### src/hw/rtl/bubble_sort_early_exit_core_defines.svh
// Assertion macros shared by the bubble sort RTL modules.
`ifndef BUBBLE_SORT_EARLY_EXIT_CORE_DEFINES_SVH
`define BUBBLE_SORT_EARLY_EXIT_CORE_DEFINES_SVH

// Same-cycle implication, sampled on clock and disabled while reset is high.
`define BSEE_ASSERT_IMP(lbl, ante, cons) \
   lbl: assert property (@(posedge clock) disable iff (reset) (ante) |-> (cons)) \
      else $error("bubble sort core: same-cycle check failed");

// Next-cycle implication, sampled on clock and disabled while reset is high.
`define BSEE_ASSERT_NXT(lbl, ante, cons) \
   lbl: assert property (@(posedge clock) disable iff (reset) (ante) |=> (cons)) \
      else $error("bubble sort core: next-cycle check failed");

`endif

### src/hw/rtl/bsee_pkg.sv
// Shared types for the bubble sort core: beats, controller states and datapath commands.
`default_nettype none

package bsee_pkg;

   // One input beat.
   typedef struct packed {
      logic signed [31:0] value;
      logic               last;
   } req_type;

   // One result beat.
   typedef struct packed {
      logic signed [31:0] sorted_value;
      logic               last_out;
      logic               overflow;
   } rsp_type;

   // Controller states.
   typedef enum logic [2:0] {
      S_LOAD,
      S_PASS_RD0,
      S_CARRY,
      S_CMP_RD,
      S_CMP,
      S_PASS_END,
      S_OUT_RD,
      S_OUT_HOLD
   } state_type;

   // Datapath operations issued by the controller.
   typedef enum logic [3:0] {
      OP_NONE,
      OP_LOAD,
      OP_PASS_RD0,
      OP_CARRY,
      OP_CMP_RD,
      OP_CMP,
      OP_PASS_END,
      OP_OUT_RD,
      OP_OUT_NEXT
   } dp_op_type;

   typedef struct packed {
      dp_op_type op;
   } dp_cmd_type;

   // Datapath status seen by the controller.
   typedef struct packed {
      logic first_item;
      logic cmp_last;
      logic pass_stop;
      logic out_last;
   } dp_sts_type;

endpackage

`default_nettype wire

### src/hw/rtl/bubble_sort_early_exit_core.sv
// Top level of the bubble sort core with early exit after a pass without swaps.
// Loading takes one beat per cycle; the beat marked last starts the sort.
// Each pass of L compares steps PASS_RD0, CARRY, L CMP_RD/CMP pairs, PASS_END; L = n-1 down to 1 or stops early.
// Each sorted result is read through the single store read port, then held while the output stalls.
// Synchronous reset clears the controller, count and overflow; the store keeps its contents.
`default_nettype none

module bubble_sort_early_exit_core
   import bsee_pkg::*;
#(
   parameter int MAX_ELEMENTS = 64
)
(
   input  wire logic    clock,
   input  wire logic    reset,
   input  wire logic    req_valid,
   output logic         req_stall,
   input  wire req_type req_data,
   output logic         rsp_valid,
   input  wire logic    rsp_stall,
   output rsp_type      rsp_data
);

   dp_cmd_type cmd;
   dp_sts_type sts;

   // Sequencer.
   bsee_ctrl u_ctrl (
      .clock     (clock),
      .reset     (reset),
      .req_valid (req_valid),
      .req_last  (req_data.last),
      .req_stall (req_stall),
      .rsp_valid (rsp_valid),
      .rsp_stall (rsp_stall),
      .cmd       (cmd),
      .sts       (sts)
   );

   // Store and compare datapath.
   bsee_dp #(
      .MAX_ELEMENTS (MAX_ELEMENTS)
   ) u_dp (
      .clock    (clock),
      .reset    (reset),
      .cmd      (cmd),
      .req_data (req_data),
      .sts      (sts),
      .rsp_data (rsp_data)
   );

endmodule

`default_nettype wire

### src/hw/rtl/bsee_ctrl.sv
// Controller state machine for the bubble sort core.
`default_nettype none
`include "bubble_sort_early_exit_core_defines.svh"

module bsee_ctrl
   import bsee_pkg::*;
(
   input  wire logic       clock,
   input  wire logic       reset,
   input  wire logic       req_valid,
   input  wire logic       req_last,
   output logic            req_stall,
   output logic            rsp_valid,
   input  wire logic       rsp_stall,
   output dp_cmd_type      cmd,
   input  wire dp_sts_type sts
);

   state_type state_ff;
   state_type state_in;
   logic      req_accept;

   assign req_accept = req_valid && !req_stall;

   // State register.
   always_ff @(posedge clock) begin
      if (reset) begin
         state_ff <= S_LOAD;
      end else begin
         state_ff <= state_in;
      end
   end

   // Next state.
   always_comb begin
      state_in = state_ff;
      unique case (state_ff)
         S_LOAD: begin
            if (req_accept && req_last) begin
               // A set of one needs no sorting.
               state_in = sts.first_item ? S_OUT_RD : S_PASS_RD0;
            end
         end
         S_PASS_RD0: state_in = S_CARRY;
         S_CARRY:    state_in = S_CMP_RD;
         S_CMP_RD:   state_in = S_CMP;
         S_CMP: begin
            state_in = sts.cmp_last ? S_PASS_END : S_CMP_RD;
         end
         S_PASS_END: begin
            state_in = sts.pass_stop ? S_OUT_RD : S_PASS_RD0;
         end
         S_OUT_RD:   state_in = S_OUT_HOLD;
         S_OUT_HOLD: begin
            if (!rsp_stall) begin
               state_in = sts.out_last ? S_LOAD : S_OUT_RD;
            end
         end
         default:    state_in = S_LOAD;
      endcase
   end

   // Outputs and datapath commands.
   always_comb begin
      req_stall = 1'b1;
      rsp_valid = 1'b0;
      cmd.op    = OP_NONE;
      unique case (state_ff)
         S_LOAD: begin
            req_stall = 1'b0;
            cmd.op    = req_valid ? OP_LOAD : OP_NONE;
         end
         S_PASS_RD0: cmd.op = OP_PASS_RD0;
         S_CARRY:    cmd.op = OP_CARRY;
         S_CMP_RD:   cmd.op = OP_CMP_RD;
         S_CMP:      cmd.op = OP_CMP;
         S_PASS_END: cmd.op = OP_PASS_END;
         S_OUT_RD:   cmd.op = OP_OUT_RD;
         S_OUT_HOLD: begin
            rsp_valid = 1'b1;
            cmd.op    = rsp_stall ? OP_NONE : OP_OUT_NEXT;
         end
         default: begin
            cmd.op = OP_NONE;
         end
      endcase
   end

   // Input and output sides are never open together.
   `BSEE_ASSERT_IMP(a_no_overlap, rsp_valid, req_stall)
   // A compare step is followed by another read or by the end of the pass.
   `BSEE_ASSERT_NXT(a_cmp_flow, state_ff == S_CMP,
                    (state_ff == S_CMP_RD) || (state_ff == S_PASS_END))
   // A delivered final beat returns the block to loading.
   `BSEE_ASSERT_NXT(a_set_done, rsp_valid && !rsp_stall && sts.out_last,
                    state_ff == S_LOAD)

endmodule

`default_nettype wire

### src/hw/rtl/bsee_dp.sv
// Datapath for the bubble sort core: element store, carry register and counters.
`default_nettype none
`include "bubble_sort_early_exit_core_defines.svh"

module bsee_dp
   import bsee_pkg::*;
#(
   parameter int MAX_ELEMENTS = 64
)
(
   input  wire logic       clock,
   input  wire logic       reset,
   input  wire dp_cmd_type cmd,
   input  wire req_type    req_data,
   output dp_sts_type      sts,
   output rsp_type         rsp_data
);

   localparam int AW = (MAX_ELEMENTS > 1) ? $clog2(MAX_ELEMENTS) : 1;
   localparam int CW = $clog2(MAX_ELEMENTS + 1);

   logic signed [31:0] store_mem [MAX_ELEMENTS];

   logic [CW-1:0]      count_ff, count_in;
   logic               ovf_ff, ovf_in;
   logic [AW-1:0]      k_ff, k_in;
   logic [AW-1:0]      len_ff, len_in;
   logic               swapped_ff, swapped_in;
   logic signed [31:0] carry_ff, carry_in;
   logic signed [31:0] rd_data_ff;

   logic               full;
   logic               carry_gt;
   logic               wr_en;
   logic [AW-1:0]      wr_addr;
   logic signed [31:0] wr_data;
   logic               rd_en;
   logic [AW-1:0]      rd_addr;

   assign full     = (count_ff == CW'(MAX_ELEMENTS));
   assign carry_gt = (carry_ff > rd_data_ff);

   // Status toward the controller.
   assign sts.first_item = (count_ff == '0);
   assign sts.cmp_last   = ((k_ff + AW'(1)) == len_ff);
   assign sts.pass_stop  = !swapped_ff || (len_ff == AW'(1));
   assign sts.out_last   = ((CW'(k_ff) + CW'(1)) == count_ff);

   // Result payload.
   assign rsp_data.sorted_value = rd_data_ff;
   assign rsp_data.last_out     = sts.out_last;
   assign rsp_data.overflow     = ovf_ff;

   // Next values of the control registers.
   always_comb begin
      count_in   = count_ff;
      ovf_in     = ovf_ff;
      k_in       = k_ff;
      len_in     = len_ff;
      swapped_in = swapped_ff;
      carry_in   = carry_ff;
      unique case (cmd.op)
         OP_LOAD: begin
            k_in = '0;
            if (full) begin
               ovf_in = 1'b1;
            end else begin
               count_in = count_ff + CW'(1);
            end
            // Compares in the first pass: one less than the stored count.
            if (req_data.last) begin
               len_in = full ? AW'(count_ff - CW'(1)) : AW'(count_ff);
            end
         end
         OP_PASS_RD0: begin
            k_in       = '0;
            swapped_in = 1'b0;
         end
         OP_CARRY: begin
            carry_in = rd_data_ff;
         end
         OP_CMP: begin
            // The larger value keeps moving up; the smaller one is written back.
            if (carry_gt) begin
               swapped_in = 1'b1;
            end else begin
               carry_in = rd_data_ff;
            end
            k_in = k_ff + AW'(1);
         end
         OP_PASS_END: begin
            len_in = len_ff - AW'(1);
            k_in   = '0;
         end
         OP_OUT_NEXT: begin
            k_in = k_ff + AW'(1);
            if (sts.out_last) begin
               count_in = '0;
               ovf_in   = 1'b0;
            end
         end
         default: begin
         end
      endcase
   end

   // Store write and read port selection.
   always_comb begin
      wr_en   = 1'b0;
      wr_addr = k_ff;
      wr_data = carry_ff;
      rd_en   = 1'b0;
      rd_addr = k_ff;
      unique case (cmd.op)
         OP_LOAD: begin
            wr_en   = !full;
            wr_addr = count_ff[AW-1:0];
            wr_data = req_data.value;
         end
         OP_CMP: begin
            wr_en   = 1'b1;
            wr_data = carry_gt ? rd_data_ff : carry_ff;
         end
         OP_PASS_END: begin
            wr_en = 1'b1;
         end
         OP_PASS_RD0: begin
            rd_en   = 1'b1;
            rd_addr = '0;
         end
         OP_CMP_RD: begin
            rd_en   = 1'b1;
            rd_addr = k_ff + AW'(1);
         end
         OP_OUT_RD: begin
            rd_en = 1'b1;
         end
         default: begin
         end
      endcase
   end

   // Control registers.
   always_ff @(posedge clock) begin
      if (reset) begin
         count_ff   <= '0;
         ovf_ff     <= 1'b0;
         k_ff       <= '0;
         len_ff     <= '0;
         swapped_ff <= 1'b0;
      end else begin
         count_ff   <= count_in;
         ovf_ff     <= ovf_in;
         k_ff       <= k_in;
         len_ff     <= len_in;
         swapped_ff <= swapped_in;
      end
   end

   // Carry register holds payload only.
   always_ff @(posedge clock) begin
      carry_ff <= carry_in;
   end

   // Element store: one write and one registered read per cycle.
   always_ff @(posedge clock) begin
      if (wr_en) begin
         store_mem[wr_addr] <= wr_data;
      end
      if (rd_en) begin
         rd_data_ff <= store_mem[rd_addr];
      end
   end

   // Overflow can only be flagged once the store is full.
   `BSEE_ASSERT_IMP(a_ovf_full, ovf_ff, count_ff == CW'(MAX_ELEMENTS))
   // The count never runs past the capacity.
   `BSEE_ASSERT_IMP(a_count_range, cmd.op == OP_LOAD, count_ff <= CW'(MAX_ELEMENTS))

endmodule

`default_nettype wire
### config.mk
export PLATFORM = sky130hd
export DESIGN_NAME = bubble_sort_early_exit_core
export DESIGN_NICKNAME = d
export VERILOG_FILES = /design/src/hw/rtl/bsee_pkg.sv /design/src/hw/rtl/bubble_sort_early_exit_core.sv /design/src/hw/rtl/bsee_ctrl.sv /design/src/hw/rtl/bsee_dp.sv
export VERILOG_INCLUDE_DIRS = /design/src /design/src/hw/rtl
export SDC_FILE = /design/constraint.sdc
export NUM_CORES = 2
export LEC_CHECK = 0
export ABC_AREA = 1
export BUFFER_PORTS_ARGS = -buffer_cell sky130_fd_sc_hd__buf_2
export CORE_ASPECT_RATIO = 1.75
export CORE_MARGIN = 3
export CORE_UTILIZATION = 44
export CTS_BUF_LIST = sky130_fd_sc_hd__clkbuf_4 sky130_fd_sc_hd__clkbuf_8
export DETAILED_ROUTE_END_ITERATION = 8
export PLACE_DENSITY = 0.61
export SYNTH_ARGS = -nofsm -noshare
export SYNTH_HDL_FRONTEND = slang
export SYNTH_SLANG_ARGS = --single-unit
### constraint.sdc
create_clock -name clock -period 9.9 [get_ports clock]
set_input_delay 0 -clock clock [delete_from_list [all_inputs] [get_ports clock]]
set_output_delay 0 -clock clock [all_outputs]
set_load 0.1 [all_outputs]
==> out/summary.md <==
The flow ran to the end, and the final reports show no timing, DRC or antenna violations. The H-tree was split into 5 levels. The total global-route track usage came out at 0.2545. The worst flop-to-flop path startpoint is u_ctrl.state_ff[0]. Together, buffers and inverters on the worst path number 3.

In this design, the stage delay of the slowest critical-path cell is 950 ps. The fraction of registers with async set or reset after synthesis works out to 0. The via density per instance was 5.689. The cell occurring most often along the worst timing path is sky130_fd_sc_hd__nand2_1. The internal power of the cells totals 19.38 mW.

The instance area after placement came out at 98,330 um^2. Layout overhead on the synthesized area: 9.910%. For the die area, the log shows 221,500 um^2. Count of final max-slew check failures: 0. Along the worst hold path, the cell count comes to 4. The number of antenna violations at the first check in global routing was 2; the row count was 224. The fraction of power spent switching nets works out to 0.3988.

Excluding fillers, the count of instances in the completed layout stands at 11.62k. The first detailed-routing pass ran for 9 iterations. For this design, the slowest cell found on the critical path is sky130_fd_sc_hd__nor2_4. The final count of hold timing violations was 0; the vertical die dimension was 620.3 um. The proportion of netlist area held by the largest area contributor is 0.6684, and the number of buffers on the longest clock path is 4. The final critical-path setup slack is 3948 ps, and the via count of the first global-routing pass is 64.06k. The clock arrives with 43.00 ps of skew.

The clock root buffer master was sky130_fd_sc_hd__clkbuf_8. For the total global routing overflow, the log shows 0. The tools report the terminating pin of the worst hold path as u_dp.store_mem[57][18]. The congestion estimate from routability-driven global placement came to 0.9185. The number of nets still failing antenna checks after routing is 0, and the x dimension of the die is 357.0 um. In the post-synthesis netlist, the cell with the most instances is sky130_fd_sc_hd__nand3_1. The tree built by TritonCTS fans out to 2,136 sinks.

Derived from the worst setup path, the maximum achievable clock frequency is 168.0 MHz. The register-to-register setup slack was 3950 ps. The power density over the cells was 309.1 nW/um^2. The tools report the required time at the worst-slack endpoint as 10,450 ps.

The cell count after synthesis came out at 8,576. The sequential fraction of the synthesis area was 0.6735; the initial standard-cell utilization of the core was 0.4443. In the post-synthesis netlist, the biggest area contributors are sky130_fd_sc_hd__edfxtp_1, sky130_fd_sc_hd__nand3_1, sky130_fd_sc_hd__nand3b_1. The kind of cell with the highest combined delay along the critical path is simple AND/OR/NAND/NOR gates. The run gives 66.08k as the total via count after detailed routing.

The share of power burned in the clock network came out at 0.210. In this run the tool buffered the top-level ports with 72 buffer cells. The number of instances in the placed design is 11.07k. The run gives 0 as the detailed-route DRC error count. The setup path with the least slack is of type flop to flop. The tools report the total power draw as 32.24 mW. VDD sags by at most 683.2 uV.

The portion of the clock cycle consumed by the worst path in the final layout came out at 0.6012. In this run the post-CTS setup repair buffer count came out at 0. The run gives 920 ps as the clock latency reported for the late side of the worst-skew pair. In this run the worst path has a maximum fanout of 35. Most used flip-flop cell after synthesis: sky130_fd_sc_hd__edfxtp_1.

The area of the mapped netlist came out at 94,880 um^2. Max-cap violations in this run came to 0. Setup violations remaining at the end of the flow were counted as 0. Counting flops with a built-in enable in the synthesized netlist gives 2,112. After routing the design area is 104,300 um^2.

The largest net degree at the start of global routing came out at 199. The tools report the startpoint of the worst hold path as req_data[19]. The synthesized design spends more area on one cell type than any other, namely sky130_fd_sc_hd__edfxtp_1.

The tools report the utilization after layout as 0.4883. The relative contribution of combinational cells to total power was 0.369; the average wire per standard cell was 24.81 um. STA classifies the critical path endpoint as a flop. The number of nets in the synthesized netlist is 8,654. In this run the standard cell core region covers 213,600 um^2.

In this run the critical register-to-register path is captured at u_dp.store_mem[29][15]. In this run the mean area of a mapped cell was 11.06 um^2. TritonCTS built the clock tree.

Post-CTS clock slew at the launch and capture registers of the worst setup and hold paths: 70 ps. The run gives 53.02 ps as the worst hold slack. For this design the total switching power over the nets is 12.86 mW. Share of cells above drive strength 1: 0.08739.

The starting DRC count in detailed routing came out at 7,821. The final-stage net count is 8,654. The relative slew slack was 0.2547; the pre-CTS setup slack was 4153 ps. Cell leakage power: 39.25 nW. The final layout contains routed wiring with a total length of 288.1 mm. The measured slew at the worst slew-check pin was 1118 ps; the post-CTS resize count was 0. The path class of the tightest hold or removal check is primary input to flop. The HPWL after detailed placement is 146.7 mm. The startpoint type of the worst setup path was a flop. Setup repair after global routing left no endpoint under its margin. The synthesized netlist contains 37 unique library cells.

The first global-routing pass estimated 420.1 mm of wire. The number of storage elements in the synthesis netlist was 2,136; the count of synthesis-stage warnings from yosys was 0. The post-route setup TNS was 0 ps. For the part of the total power dissipated in sequential elements, the log shows 0.422. During I/O placement, the number of pins put on the boundary was 73.

Data on the critical path arrives at its endpoint at 6500 ps. The number of CTS-inserted buffers is 304. Traced cell by cell, the critical path runs through inv_1, ha_1, nand2_1, nand2_1, nor2_1, nand3_2, nand2_1, nand3_1, nor3_2, buf_4, nand2_1, nand3_1, nand4_1, nor2_4, buf_4.

Number of cells on the worst reg-to-reg path: 15. The worst path in the final design needs a cycle of 5952 ps, including I/O delays and setup. After synthesis, the most frequently instantiated cells are sky130_fd_sc_hd__nand3_1, sky130_fd_sc_hd__edfxtp_1, sky130_fd_sc_hd__nand2_1.
## how the worst max path moves through the flow
| stage | start | endpoint | slack [ps] | depth (start not counted) |
|---|---|---|---|---|
| 4_1_cts | u_ctrl.state_ff[0] | u_dp.store_mem[29][15] | 4130 | 15 |
| 5_1_grt | u_ctrl.state_ff[1] | u_dp.store_mem[29][13] | 3750 | 15 |
| 3_3_place_gp | u_ctrl.state_ff[1] | u_dp.store_mem[29][12] | 4080 | 15 |
| 2_1_floorplan | u_dp.rd_data_ff[31] | u_dp.store_mem[0][11] | 4980 | 15 |
| 6_report | u_ctrl.state_ff[0] | u_dp.store_mem[29][15] | 3950 | 15 |
| 3_5_place_dp | u_ctrl.state_ff[0] | u_dp.store_mem[29][12] | 4150 | 15 |
## tightest hold or removal path, cell delays in order
cell and delay, ps:
sky130_fd_sc_hd__buf_2 100, sky130_fd_sc_hd__nand2_1 110, sky130_fd_sc_hd__o211ai_1 140, sky130_fd_sc_hd__buf_4 340
## cells in the final DEF, fill, tap and decap left out, types with 41 or more instances in the layout
cell type | synthesis | layout
sky130_fd_sc_hd__buf_2 | 292 | 72
sky130_fd_sc_hd__buf_4 | 3 | 145
sky130_fd_sc_hd__clkbuf_4 | 0 | 83
sky130_fd_sc_hd__clkbuf_8 | 0 | 315
sky130_fd_sc_hd__clkinv_1 | 0 | 76
sky130_fd_sc_hd__edfxtp_1 | 2112 | 2112
sky130_fd_sc_hd__ha_1 | 41 | 41
sky130_fd_sc_hd__inv_1 | 1226 | 1225
sky130_fd_sc_hd__nand2_1 | 1373 | 1371
sky130_fd_sc_hd__nand3_1 | 2204 | 2202
sky130_fd_sc_hd__nand3b_1 | 755 | 755
sky130_fd_sc_hd__nor2_4 | 2 | 66
## per-layer routing
layer / global-route usage / wire [um] / vias up
li1: - / - / 29540
met3: 0.03658 / 22000 / 814
met4: 0.1314 / 16140 / 0
met2: 0.4385 / 143600 / 3177
met1: 0.3104 / 106400 / 32540
met5: 0 / 0 / -
## power groups by stage
stage | clock network (mW) | logic (mW) | registers, mW
floorplan | 0 | 7.06 | 14.5
global placement | 0 | 11.6 | 13.8
detailed placement | 0 | 11.8 | 13.8
CTS | 6.88 | 11.8 | 13.6
global route | 7.24 | 12.9 | 13.6
finish | 6.76 | 11.9 | 13.6
## logic make-up (layout without fill, tap and decap cells)
kind of cell / count (synthesis) / count (layout) / share of synthesized area
AOI/OAI and AO/OA: 118 / 118 / 0.007543
xor gates and xnor gates: 12 / 12 / 0.001108
other: 0 / 2 / 0
adders and majority gates: 41 / 41 / 0.005406
buffers and inverters: 1799 / 2011 / 0.07514
and+or+nand+nor: 4470 / 4470 / 0.2373
DFF: 2136 / 2136 / 0.6735
## sequential cells by signal, indices dropped and copies added (netlist names)
name             count
u_ctrl.state_ff      3
u_dp.carry_ff       32
u_dp.count_ff        7
u_dp.k_ff            6
u_dp.len_ff          6
u_dp.ovf_ff          1
u_dp.rd_data_ff     32
u_dp.store_mem    2048
u_dp.swapped_ff      1
## what timing repair did
item	CTS	global route
hold buffers	29	0
endpoints found under the setup margin	0	0
hold endpoints to repair	1061	0
## area by class of cell
class / count / area, um^2
fill: 19070 / 109300
clock buffer: 398 / 4959
sequential: 2136 / 63900
tap: 2825 / 3535
inverter: 1228 / 4623
multi-input combinational: 4641 / 24440
antenna: 2 / 5.005
timing repair buffer: 265 / 2120
clock inverter: 120 / 703.2
(Power assumes the default switching activity.)
